--- src/sv/aucv_pkg.sv ---
`default_nettype none
package aucv_pkg;

  localparam int STAGES         = 7;
  localparam int IFB            = 30;
  localparam int FRAC_BITS_DEF  = 32;
  localparam int TABLE_BITS_DEF = 10;

  localparam logic [63:0] ONE30 = 64'd1 << IFB;

  // log-domain constants, Q30
  localparam logic [31:0] BASE_L2 = 32'd3254897708;
  localparam logic [32:0] P2DB_K  = 33'd3232284966;
  localparam logic [32:0] R2DB_K  = 33'd6464569932;
  localparam logic [32:0] DB2P_K  = 33'd356689313;
  localparam logic [32:0] DB2R_K  = 33'd178344657;

  localparam int NOTE_LO    = 1500;
  localparam int NOTE_HI    = 1499;
  localparam int POW_DB_MAX = 870;
  localparam int RMS_DB_MAX = 485;
  localparam int DB_REF     = 100;

  // reciprocals of 3 for a split 39-bit divide
  localparam logic [18:0] DIV3_M20 = 19'd349526;
  localparam logic [21:0] DIV3_M23 = 22'd2796203;

  localparam logic [2:0] REQ_MTOF    = 3'd0;
  localparam logic [2:0] REQ_FTOM    = 3'd1;
  localparam logic [2:0] REQ_POWTODB = 3'd2;
  localparam logic [2:0] REQ_DBTOPOW = 3'd3;
  localparam logic [2:0] REQ_RMSTODB = 3'd4;
  localparam logic [2:0] REQ_DBTORMS = 3'd5;

  typedef struct packed {
    logic [2:0] req;
    logic       vpos;
    logic       nlow;
  } ctl_t;

  // (a * k) >> 30 in two halves, magnitude only
  function automatic logic [59:0] mulk_hi(input logic [41:0] ua, input logic [32:0] k);
    return ua[41:15] * k;
  endfunction

  function automatic logic [47:0] mulk_lo(input logic [41:0] ua, input logic [32:0] k);
    return ua[14:0] * k;
  endfunction

  function automatic logic [45:0] mulk_fin(input logic [59:0] p1, input logic [47:0] p2);
    logic [60:0] p;
    p = 61'(p1) + 61'(p2 >> 15);
    return 46'(p >> 15);
  endfunction

  function automatic logic [63:0] isqrt64(input logic [63:0] n0);
    logic [63:0] n, res, bt;
    n   = n0;
    res = 64'd0;
    bt  = 64'd1 << 62;
    for (int k = 0; k < 32; k++) begin
      if (bt > n) bt = bt >> 2;
    end
    for (int k = 0; k < 32; k++) begin
      if (bt != 64'd0) begin
        if (n >= res + bt) begin
          n   = n - (res + bt);
          res = (res >> 1) + bt;
        end else begin
          res = res >> 1;
        end
        bt = bt >> 2;
      end
    end
    return res;
  endfunction

  // log2(1 + i/2^tb), Q30
  function automatic logic [31:0] rom_log2(input int tb, input int i);
    logic [63:0] m, y;
    if (i >= (1 << tb)) return 32'(ONE30);
    m = (64'(1 << tb) + 64'(i)) << (IFB - tb);
    y = 64'd0;
    for (int k = 1; k <= IFB; k++) begin
      m = (m * m) >> IFB;
      if (m >= 2 * ONE30) begin
        m = m >> 1;
        y = y | (ONE30 >> k);
      end
    end
    return 32'(y);
  endfunction

  // 2^(i/2^tb), Q30
  function automatic logic [31:0] rom_exp2(input int tb, input int i);
    logic [63:0] r, m;
    r = 2 * ONE30;
    m = ONE30;
    if (i >= (1 << tb)) return 32'(2 * ONE30);
    for (int k = 1; k <= 14; k++) begin
      if (k <= tb) begin
        r = isqrt64(r << IFB);
        if (((i >> (tb - k)) & 1) != 0) m = (m * r) >> IFB;
      end
    end
    return 32'(m);
  endfunction

endpackage
`default_nettype wire

--- src/sv/aucv_exparg.sv ---
`default_nettype none
// Builds the Q30 exponent for mtof / dbtopow / dbtorms over stages 1..4.
module aucv_exparg #(
  parameter int FRAC_BITS = aucv_pkg::FRAC_BITS_DEF
) (
  input  wire logic                          clk,
  input  wire logic [aucv_pkg::STAGES:1]     en,
  input  wire logic [63:0]                   value_in,
  input  wire logic [2:0]                    req_type,
  output logic signed [41:0]                 l_out
);

  localparam int UP = (FRAC_BITS >= aucv_pkg::IFB) ? FRAC_BITS - aucv_pkg::IFB : 0;
  localparam int DN = (FRAC_BITS >= aucv_pkg::IFB) ? 0 : aucv_pkg::IFB - FRAC_BITS;

  localparam logic signed [63:0] NOTE_TOP = $signed(64'(aucv_pkg::NOTE_HI)) <<< FRAC_BITS;
  localparam logic signed [63:0] POW_CAP  = $signed(64'(aucv_pkg::POW_DB_MAX)) <<< FRAC_BITS;
  localparam logic signed [63:0] RMS_CAP  = $signed(64'(aucv_pkg::RMS_DB_MAX)) <<< FRAC_BITS;
  localparam logic signed [63:0] DB_Q30   = $signed(64'(aucv_pkg::DB_REF)) <<< aucv_pkg::IFB;

  logic signed [63:0] v, vm, vd, cap, qm, qd, x;
  logic               mt_in, rms_in;

  logic [41:0] s1_mag;
  logic        s1_neg, s1_mt, s1_rms;

  logic [38:0] n;
  logic [37:0] ph;
  logic [32:0] k;
  logic [17:0] s2_qh;
  logic [1:0]  s2_rh;
  logic [19:0] s2_nl;
  logic [59:0] s2_p1;
  logic [47:0] s2_p2;
  logic        s2_neg, s2_mt;

  logic [21:0] n2;
  logic [43:0] pq;
  logic [37:0] s3_q;
  logic [45:0] s3_r;
  logic        s3_neg, s3_mt;

  logic signed [41:0] qv, rv;

  assign v      = $signed(value_in);
  assign mt_in  = (req_type == aucv_pkg::REQ_MTOF);
  assign rms_in = (req_type == aucv_pkg::REQ_DBTORMS);

  always_comb begin
    vm  = (v > NOTE_TOP) ? NOTE_TOP : v;
    cap = rms_in ? RMS_CAP : POW_CAP;
    vd  = (v > cap) ? cap : v;
    qm  = (vm <<< DN) >>> UP;
    qd  = ((vd <<< DN) >>> UP) - DB_Q30;
    x   = mt_in ? qm : qd;
  end

  always_ff @(posedge clk) begin
    if (en[1]) begin
      s1_mag <= x[63] ? 42'(-x) : 42'(x);
      s1_neg <= x[63];
      s1_mt  <= mt_in;
      s1_rms <= rms_in;
    end
  end

  // stage 2: the /12 of the upper 19 bits, and the two partial products
  always_comb begin
    n  = s1_mag[40:2];
    ph = {19'd0, n[38:20]} * 38'(aucv_pkg::DIV3_M20);
    k  = s1_rms ? aucv_pkg::DB2R_K : aucv_pkg::DB2P_K;
  end

  always_ff @(posedge clk) begin
    if (en[2]) begin
      s2_qh  <= ph[37:20];
      s2_rh  <= 2'(n[38:20] - {ph[37:20], 1'b0} - {1'b0, ph[37:20]});
      s2_nl  <= n[19:0];
      s2_p1  <= aucv_pkg::mulk_hi(s1_mag, k);
      s2_p2  <= aucv_pkg::mulk_lo(s1_mag, k);
      s2_neg <= s1_neg;
      s2_mt  <= s1_mt;
    end
  end

  always_comb begin
    n2 = {s2_rh, s2_nl};
    pq = 44'(n2) * 44'(aucv_pkg::DIV3_M23);
  end

  always_ff @(posedge clk) begin
    if (en[3]) begin
      s3_q   <= {s2_qh, 20'd0} + 38'(pq[43:23]);
      s3_r   <= aucv_pkg::mulk_fin(s2_p1, s2_p2);
      s3_neg <= s2_neg;
      s3_mt  <= s2_mt;
    end
  end

  always_comb begin
    qv = $signed({4'd0, s3_q});
    rv = $signed({1'b0, s3_r[40:0]});
    if (s3_neg) begin
      qv = -qv;
      rv = -rv;
    end
  end

  always_ff @(posedge clk) begin
    if (en[4]) begin
      l_out <= s3_mt ? qv + $signed({10'd0, aucv_pkg::BASE_L2}) : rv;
    end
  end

endmodule
`default_nettype wire

--- config.mk ---
export PLATFORM = sky130hd
export DESIGN_NAME = aucv_exparg
export DESIGN_NICKNAME = d
export VERILOG_FILES = /design/src/sv/aucv_pkg.sv /design/src/sv/aucv_exparg.sv
export SDC_FILE = /design/constraint.sdc
export NUM_CORES = 2
export LEC_CHECK = 0
export CAP_MARGIN = 20
export CORE_UTILIZATION = 35
export CTS_CLUSTER_SIZE = 10
export DETAILED_ROUTE_END_ITERATION = 8
export DONT_BUFFER_PORTS = 1
export GPL_ROUTABILITY_DRIVEN = 0
export RECOVER_POWER = 25
export SLEW_MARGIN = 10
export SYNTH_ARGS = -nofsm -noshare
export SYNTH_HDL_FRONTEND = slang
export SYNTH_SLANG_ARGS = --single-unit
--- constraint.sdc ---
create_clock -name clk -period 8.57 [get_ports clk]
set_clock_uncertainty 0.2 [all_clocks]
set_input_delay 0.857 -clock clk [delete_from_list [all_inputs] [get_ports clk]]
set_output_delay 0.857 -clock clk [all_outputs]
set_load 0.02 [all_outputs]
==> flow_summary.json <==
{
  "layout_min_cycle_time_ns": 8.210,
  "synthXorXnorAreaFrac_pct": 5.343,
  "setup_viol": 0,
  "timing.critical_path.mode_cell": "fa_1",
  "muxShareOfSynthArea_pct": 0.2612,
  "first_pass_iters": 5,
  "clk_latency_ns": 0.60,
  "cpPeakStageDelay_ns": 0.62,
  "wl_mm": 123.9,
  "worst_setup_path_start_kind": "flip-flop",
  "stdcell_count": 6867,
  "mostFrequentLayoutCells": "1175 x inv_1, 813 x fa_1, 775 x ha_1",
  "drc_errors": 0,
  "synthSimpleGateAreaFrac_pct": 8.032,
  "cts_buffers": 38,
  "grt_pass1_vias": 34920,
  "drive_gt1_share_pct": 4.400,
  "antenna_cells": 0,
  "overflow": 0,
  "post-route-util_pct": 38.32,
  "rows": 138,
  "whs_ns": 0.1710,
  "rsz0062_at_grt": "false",
  "via_per_inst": 4.796,
  "synth_top_family_by_area": "adder cells",
  "synth_compound_area_share_pct": 7.689,
  "yosys.area_share.adder_pct": 51.71,
  "max-slew-margin-rel_pct": 33.15,
  "worst-path-max-fanout": 5,
  "die-area_um2": 145200,
  "worstSetupPathType": "reg2reg",
  "synth_top_area_cell": "fa_1",
  "synth.distinct_cells": 100,
  "worst_ep_arrival_time_ns": 8.34,
  "final_common_cell": "inv_1",
  "nets": 6628,
  "cts-root-buf": "clkbuf_16",
  "io_pins": 117,
  "die_h_um": 381.1,
  "synthFlopType": "edfxtp_1",
  "ys_ff_latch": 291,
  "synth_warnings": 0,
  "synth-edff-count": 291,
  "status": "completed",
  "ant_nets": 0,
  "hp-class": "in2reg",
  "clk_path_buf_depth": 3,
  "n_fill_cell": 13860,
  "timing.final.crit_share_pct": 95.80,
  "synth_cells": 4852,
  "worstMarginPinSlew_ns": 0.9902,
  "cap_violations": 0,
  "cts.reportedPaths.clkPinSlew_ns": 0.06,
  "area_growth_pct": 8.266,
  "synth.top_cell.area_share_pct": 32.36,
  "grt_max_degree": 124,
  "port_buffers": 0,
  "routedWlPerCell_um": 18.04,
  "synth-seq-area-share_pct": 17.37,
  "tns_ns": 0,
  "placed_cells": 6809,
  "async_flop_share_pct": 0,
  "hold_viol_final": 0,
  "detailed_place_hpwl_mm": 109.8,
  "synth_area_um2": 50300,
  "synth_area_leaders": "fa_1 32%, ha_1 19%, edfxtp_1 17%",
  "vias": 32930,
  "grt_pass1_wl_mm": 197.0,
  "crit_required_ns": 8.70,
  "cts_tree": "built",
  "grt_usage_pct": 17.39,
  "die_x_um": 381.1,
  "cts_num_sinks": 291,
  "grt_antenna_before_repair": 4,
  "cp-end-kind": "flip-flop",
  "h-tree-depth": 2,
  "initial_core_util_pct": 35.40,
  "drv_slew": 0,
  "drt_iter0_markers": 1785,
  "fmax_ghz": 0.1218,
  "avgSynthCellArea_um2": 10.37,
  "fp.coreArea_um2": 142100,
  "slowest_stage": "fa_1"
}
## worst max-delay path: cells and delay by family (launching register included)
kind	cells	cell delay, ns
adders and majority gates	10	4.07
and+or+nand+nor	3	0.68
DFF	1	0.44
xor gates and xnor gates	2	0.35
buffers and inverters	5	0.47
AOI/OAI and AO/OA	8	1.76
## worst paths after layout
kind                  start   endpoint  slack (ns)  depth (start not counted)
setup / recovery  s2_nl[13]   s3_q[36]        0.36                         28
hold / removal        en[1]  s1_mag[6]        0.17                          0
setup reg to reg  s2_nl[13]   s3_q[36]        0.36                         28
hold reg to reg       s2_mt      s3_mt        0.23                          0
## through the flow
stage	area, µm²	setup WS, ns
floorplan	50590	0.6543
global placement	53240	0.1745
detailed placement	53240	0.07275
CTS	54370	0.09354
global route	54460	0.01518
finish	54460	0.3600
## metal layers
layer  part of all wire [%]  GRT usage, %  vias up
li1                       -             -    15800
met1                     46         24.11    16320
met2                     46         28.28      683
met3                    5.5         3.092      133
met4                    2.0         3.681        0
met5                      0             0        -
## cells in the mapped netlist (all sizes together), types with 18 or more instances
cell    count
ha        778
fa        813
a21oi     154
nor3       44
nand2b     47
or3        25
inv      1175
a211oi     19
nand2     198
or2        27
o21a       28
edfxtp    291
nor2b      46
o21bai     19
o41ai      18
o21ai     141
xnor2     176
and2       24
a21o       68
nor2      186
and3       29
o31ai      39
nand4      28
nand3      48
xor2      130
nor4       26
clkbuf     90
## state kept, by name (all words and copies together), names as in the netlist
register,flops
s2_p1,52
l_out,42
s1_mag,42
s3_r,41
s3_q,38
s2_p2,29
s2_nl,20
s2_qh,18
s2_rh,2
s1_mt,1
s1_neg,1
s1_rms,1
s2_mt,1
s2_neg,1
s3_mt,1
s3_neg,1
## final cells by class
cell class | count | area, µm² | area share, %
inverter | 1176 | 4414 | 8.106
clock inverter | 12 | 156.4 | 0.2872
multi-input combinational | 3361 | 37110 | 68.14
clock buffer | 43 | 969.7 | 1.781
timing repair buffer | 94 | 705.7 | 1.296
tap | 1890 | 2365 | 4.343
sequential | 291 | 8738 | 16.05
## cells by family after synthesis
kind of cell,after synthesis
and+or+nand+nor,784
DFF,291
buffers and inverters,1277
other,2
adders and majority gates,1591
xor gates and xnor gates,306
muxes,11
AOI/OAI and AO/OA,590
## what timing repair did
action                                  4_1_cts  5_1_grt
hold buffers                                  0        0
buffers inserted                              0        3
gates resized for setup                       0       12
endpoints found under the setup margin        0       14
Power is left out: the tool's default activity adds up to more than one toggle a clock period on the data nets, which glitch-free logic cannot reach.
